$ cat src/rtl/sbs_pkg.sv
// Package for the sorted table bracket search block.
// Holds command and status codes, sequencer states and the compare flag struct.
// No dependencies.
package sbs_pkg;

  // fixed field widths
  localparam int CMD_W    = 2;
  localparam int VAL_W    = 32;
  localparam int STATUS_W = 3;
  localparam int IDX_W    = 10;
  localparam int TOL_W    = 31;

  // command codes
  localparam logic [CMD_W-1:0] CMD_APPEND = 2'd0;
  localparam logic [CMD_W-1:0] CMD_QUERY  = 2'd1;
  localparam logic [CMD_W-1:0] CMD_CLEAR  = 2'd2;

  // status codes
  localparam logic [STATUS_W-1:0] ST_BRACKET = 3'd0;
  localparam logic [STATUS_W-1:0] ST_EMPTY   = 3'd1;
  localparam logic [STATUS_W-1:0] ST_BELOW   = 3'd2;
  localparam logic [STATUS_W-1:0] ST_ABOVE   = 3'd3;
  localparam logic [STATUS_W-1:0] ST_LOAD_OK = 3'd4;
  localparam logic [STATUS_W-1:0] ST_FULL    = 3'd5;

  // sequencer states
  typedef enum logic [2:0] {
    S_IDLE,
    S_FIRST,
    S_LAST,
    S_PROBE,
    S_WALK,
    S_OUT
  } seq_state_t;

  // entry versus query compare results
  typedef struct packed {
    logic over;   // entry - query > tolerance
    logic under;  // query - entry > tolerance
    logic less;   // entry < query
  } cmp_flags_t;

endpackage

$ cat src/rtl/sbs_cmp.sv
// Tolerance comparator: compares one table entry against the query value.
// Depends on sbs_pkg (cmp_flags_t, TOL_W).
module sbs_cmp import sbs_pkg::*; #(
  parameter int DATA_WIDTH = 32
) (
  input  logic signed [DATA_WIDTH-1:0] entry,
  input  logic signed [DATA_WIDTH-1:0] query,
  input  logic [TOL_W-1:0]             tol,
  output cmp_flags_t                   flags
);

  // wide enough for the exact difference and the tolerance
  localparam int XW = (DATA_WIDTH + 2 > TOL_W + 2) ? DATA_WIDTH + 2 : TOL_W + 2;

  logic signed [XW-1:0] entry_x;
  logic signed [XW-1:0] query_x;
  logic signed [XW-1:0] diff;
  logic signed [XW-1:0] tol_x;
  logic signed [XW-1:0] tol_neg;

  assign entry_x = XW'(entry);
  assign query_x = XW'(query);
  assign diff    = entry_x - query_x;
  assign tol_x   = $signed(XW'(tol));
  assign tol_neg = -tol_x;

  // diff against +tol and -tol in parallel
  assign flags.over  = diff > tol_x;
  assign flags.under = diff < tol_neg;
  assign flags.less  = diff[XW-1];

endmodule

$ cat config.mk
export PLATFORM = sky130hd
export DESIGN_NAME = sbs_cmp
export DESIGN_NICKNAME = d
export VERILOG_FILES = /design/src/rtl/sbs_pkg.sv /design/src/rtl/sbs_cmp.sv
export SDC_FILE = /design/constraint.sdc
export NUM_CORES = 1
export LEC_CHECK = 0
export BUFFER_PORTS_ARGS = -buffer_cell sky130_fd_sc_hd__buf_2
export CAP_MARGIN = 20
export CORE_MARGIN = 1.5
export CORE_UTILIZATION = 35
export DETAILED_ROUTE_END_ITERATION = 10
export PLACE_DENSITY_LB_ADDON = 0.12
export SETUP_SLACK_MARGIN = 0.2
export SYNTH_ARGS = -nofsm -noshare
export SYNTH_HDL_FRONTEND = slang
export SYNTH_SLANG_ARGS = --single-unit
$ cat constraint.sdc
create_clock -name vclk -period 11.1
set_input_delay 1.11 -clock vclk [all_inputs]
set_output_delay 1.11 -clock vclk [all_outputs]
set_load 0.05 [all_outputs]
Word level (Yosys, flattened, before mapping). Cells that the tools add are included.

Output and inout port bits: 3. Logic and storage cells: 4. Register bits after elaboration: 0.

Order comparisons: 2. $add $sub $neg: 2.

Operators by type and width (count): less-than comparator 33 x 34 -> 1 bit (1); negation 31 -> 34 bit (1); greater-than comparator 33 x 32 -> 1 bit (1); subtractor 32 x 32 -> 33 bit (1).

Logic depth before layout (Yosys ltp).
Depth in word-level cells: 2. Depth in mapped cells: 23.

Worst setup path after synthesis. Ideal clock, no wire load.

Path kind: input port to output port. Start: in entry[0]. End: out flags[1] (netlist name). Data arrival time: 6.024 ns. Path buffers: 0. Required time: 9.990 ns. Cell stages on the path: 19. Slack: 3.966 ns. Cells stage by stage: inv_1 > ha_1 > inv_1 > fa_1 > a21o_1 > a221oi_4 > a211o_2 > and3_2 > o31ai_1 > a211oi_1 > nor2_1 > o21ai_0 > ha_1 > nand4_1 > or2_2 > o211ai_1 > a21oi_1 > o21ai_0 > a31oi_1.

RTL lines: start, declared (RTL line sbs_cmp.sv:6) `input logic signed [DATA_WIDTH-1:0] entry,`; end, declared (RTL line sbs_cmp.sv:9) `output cmp_flags_t flags`.

==> impl_metrics.env <==
export IMPL_synth_top_cell_by_area="ha_1"
export IMPL_syn_inst=525
export IMPL_slew_headroom=0.482
export IMPL_num_antenna_cells=0
export IMPL_nNetsFinal=805
export IMPL_cp_required_ps=9990
export IMPL_finalHoldViolations=0
export IMPL_whs_ps=2950
export IMPL_hold_path_end="flags[2]"
export IMPL_vias_per_cell=5.21
export IMPL_netlist_area_mm2=0.00377
export IMPL_pwr_density_cell_mw_per_mm2=64.3
export IMPL_yosys_warnings=0
export IMPL_fin_util=0.425
export IMPL_start_util=0.364
export IMPL_drc=0
export IMPL_grt_use_met3=0.00486
export IMPL_die_y_um=107
export IMPL_dieArea_mm2=0.0114
export IMPL_nFillCells=1106
export IMPL_post_cts_resize_count=0
export IMPL_ys_top_cells_by_count="ha_1, inv_1, xnor2_1, a21oi_1, nand2_1"
export IMPL_area_delta_synth_final_pct=16.8
export IMPL_min_path_cells=5
export IMPL_grt_met1_usage=0.228
export IMPL_use_met2=0.321
export IMPL_grt_use_total=0.172
export IMPL_busiest_layer="met2"
export IMPL_rows=37
export IMPL_die_x_um=107
export IMPL_grt_max_degree=11
export IMPL_io_buffers=98
export IMPL_setup_worst_path_class="in -> out"
export IMPL_fmax_ghz=0.141
export IMPL_crit_family="compound AO/OA/AOI/OAI gates"
export IMPL_antenna_found_initial=0
export IMPL_synth_fp_nets=712
export IMPL_wl_per_cell_um=13.1
export IMPL_ant_nets=0
export IMPL_hold_path_class="in -> out"
export IMPL_peakVddDrop_v=0.0000300
export IMPL_grt_pass1_wl_um=16500
export IMPL_hp_start="tol[20]"
export IMPL_first_global_vias=3721
export IMPL_overflow=0
export IMPL_dr_total_vias=3916
export IMPL_crit_path_max_incr_delay_ps=750
export IMPL_netlist_top_cells_area="ha_1, xnor2_1, inv_1, a21oi_1, a21o_1"
export IMPL_synth_most_common_cell="ha_1"
export IMPL_setup_viol=0
export IMPL_core_area_mm2=0.0104
export IMPL_layout_drive_gt1_share=0.188
export IMPL_critPathCaptureType="output pin"
export IMPL_gp_congestion=0.906
export IMPL_drt_iter0_drc=119
export IMPL_seq_cells=0
export IMPL_fin_crit_sh=0.640
export IMPL_multiInputGateArea_mm2=0.00344
export IMPL_worstSetupStartpointType="input port"
export IMPL_maxCapViolations=0
export IMPL_clock_buffers=0
export IMPL_avgSynthCellArea_um2=7.18
export IMPL_final_max_slew_viol_count=0
export IMPL_synth_top_cell_area_share=0.302
export IMPL_tightestPinTransition_ps=775
export IMPL_synth_seq_area_share=0
export IMPL_crit_chain="buf_2, inv_1, ha_1, a21oi_1, a2111oi_1, nor2_1, o21ba_2, o21bai_1, a21oi_1, o21ai_0, xor2_1, ha_1, a21o_1, a21o_1, a21oi_1, o21a_1, o31ai_1, maj3_2, maj3_2, maj3_2, a31oi_1, buf_2"
export IMPL_setup_tns_final_ps=0
export IMPL_path_max_fanout=4
export IMPL_cp_buffers_inverters=3
export IMPL_dp_hpwl_um=8910
export IMPL_worstPathArrival_ps=6000
export IMPL_min_period_ps=7110
export IMPL_status="finished clean"
export IMPL_postCtsHoldBufs=0
export IMPL_cp_slowest_cell="a2111oi_1"
export IMPL_firstDrtPassIters=4
export IMPL_totalWireLength_um=9840
export IMPL_cts_setup_buffers=0
export IMPL_rsz0062_at_grt="no"
export IMPL_seqCellArea_um2=0
export IMPL_leakage_nw=2.27
export IMPL_ios=98
export IMPL_synth_cell_types=60
## how the worst max path moves through the flow
stage               cells past startpoint       end      from  slack, ps
finish                                 22  flags[1]  query[2]       3990
global route                           22  flags[1]  query[2]       3530
detailed placement                     22  flags[1]  query[2]       3980
global placement                       22  flags[1]  query[2]       4030
floorplan                              19  flags[1]  entry[0]       3970
CTS                                    22  flags[1]  query[2]       3960
## per-stage QoR
stage | total power, mW | area [µm²] | worst slack [ps] | std cells
5_1_grt | 0.324 | 4400 | 3530 | 752
3_3_place_gp | 0.280 | 4400 | 4030 | 752
2_1_floorplan | 0.207 | 3770 | 3970 | 525
6_report | 0.283 | 4400 | 3990 | 752
3_5_place_dp | 0.284 | 4400 | 3980 | 752
4_1_cts | 0.286 | 4400 | 3960 | 752
## layout make-up
class                      instances  area share
inverter                          82      0.0699
multi-input combinational        436       0.780
tap                              136      0.0386
timing repair buffer              98       0.111
## tightest hold or removal path, cell delays in order
cell      delay [ps]
buf_2            150
a221oi_1         100
o21ai_1          160
a21oi_1          100
buf_2            210
## power by group
part | switching (mW) | internal (mW) | total (mW)
sequential | 0 | 0 | 0
combinational | 0.160 | 0.124 | 0.283
clock | 0 | 0 | 0
## kinds of logic (layout without fill, tap and decap cells)
logic type,count (synthesis),after routing,share of synthesized area
xor+xnor,57,57,0.132
compound gates,139,139,0.255
simple gates,145,145,0.208
buf+inv,89,180,0.0886
fa+ha+maj,95,95,0.316
## layer usage
metal  routed length (µm)  vias to the layer above
met5                    0                        -
met1                 4610                     1743
met3                  382                        6
li1                     -                     2090
met4                   84                        0
met2                 4760                       77
## layout by cell type (no fill, tap or decap), types with 3 or more instances in the layout
| cell | count |
|---|---|
| nand2b_1 | 6 |
| nor2b_1 | 5 |
| maj3_2 | 3 |
| nand3_1 | 11 |
| o21bai_1 | 5 |
| and3_2 | 3 |
| nand4_1 | 17 |
| o21ai_0 | 21 |
| inv_1 | 82 |
| nand2_1 | 30 |
| xnor2_1 | 47 |
| a31oi_1 | 4 |
| nor2_1 | 27 |
| o21ai_1 | 3 |
| nor4_1 | 8 |
| a211oi_1 | 6 |
| a21o_1 | 17 |
| and3_1 | 3 |
| o21a_1 | 5 |
| ha_1 | 91 |
| nand3b_1 | 3 |
| o31ai_1 | 3 |
| nor3_1 | 15 |
| a2111oi_0 | 4 |
| a221oi_1 | 4 |
| o211ai_1 | 8 |
| buf_2 | 98 |
| a21oi_1 | 39 |
| xor2_1 | 10 |
| or4_1 | 3 |
Note: power is estimated with default switching activity, not from simulation.
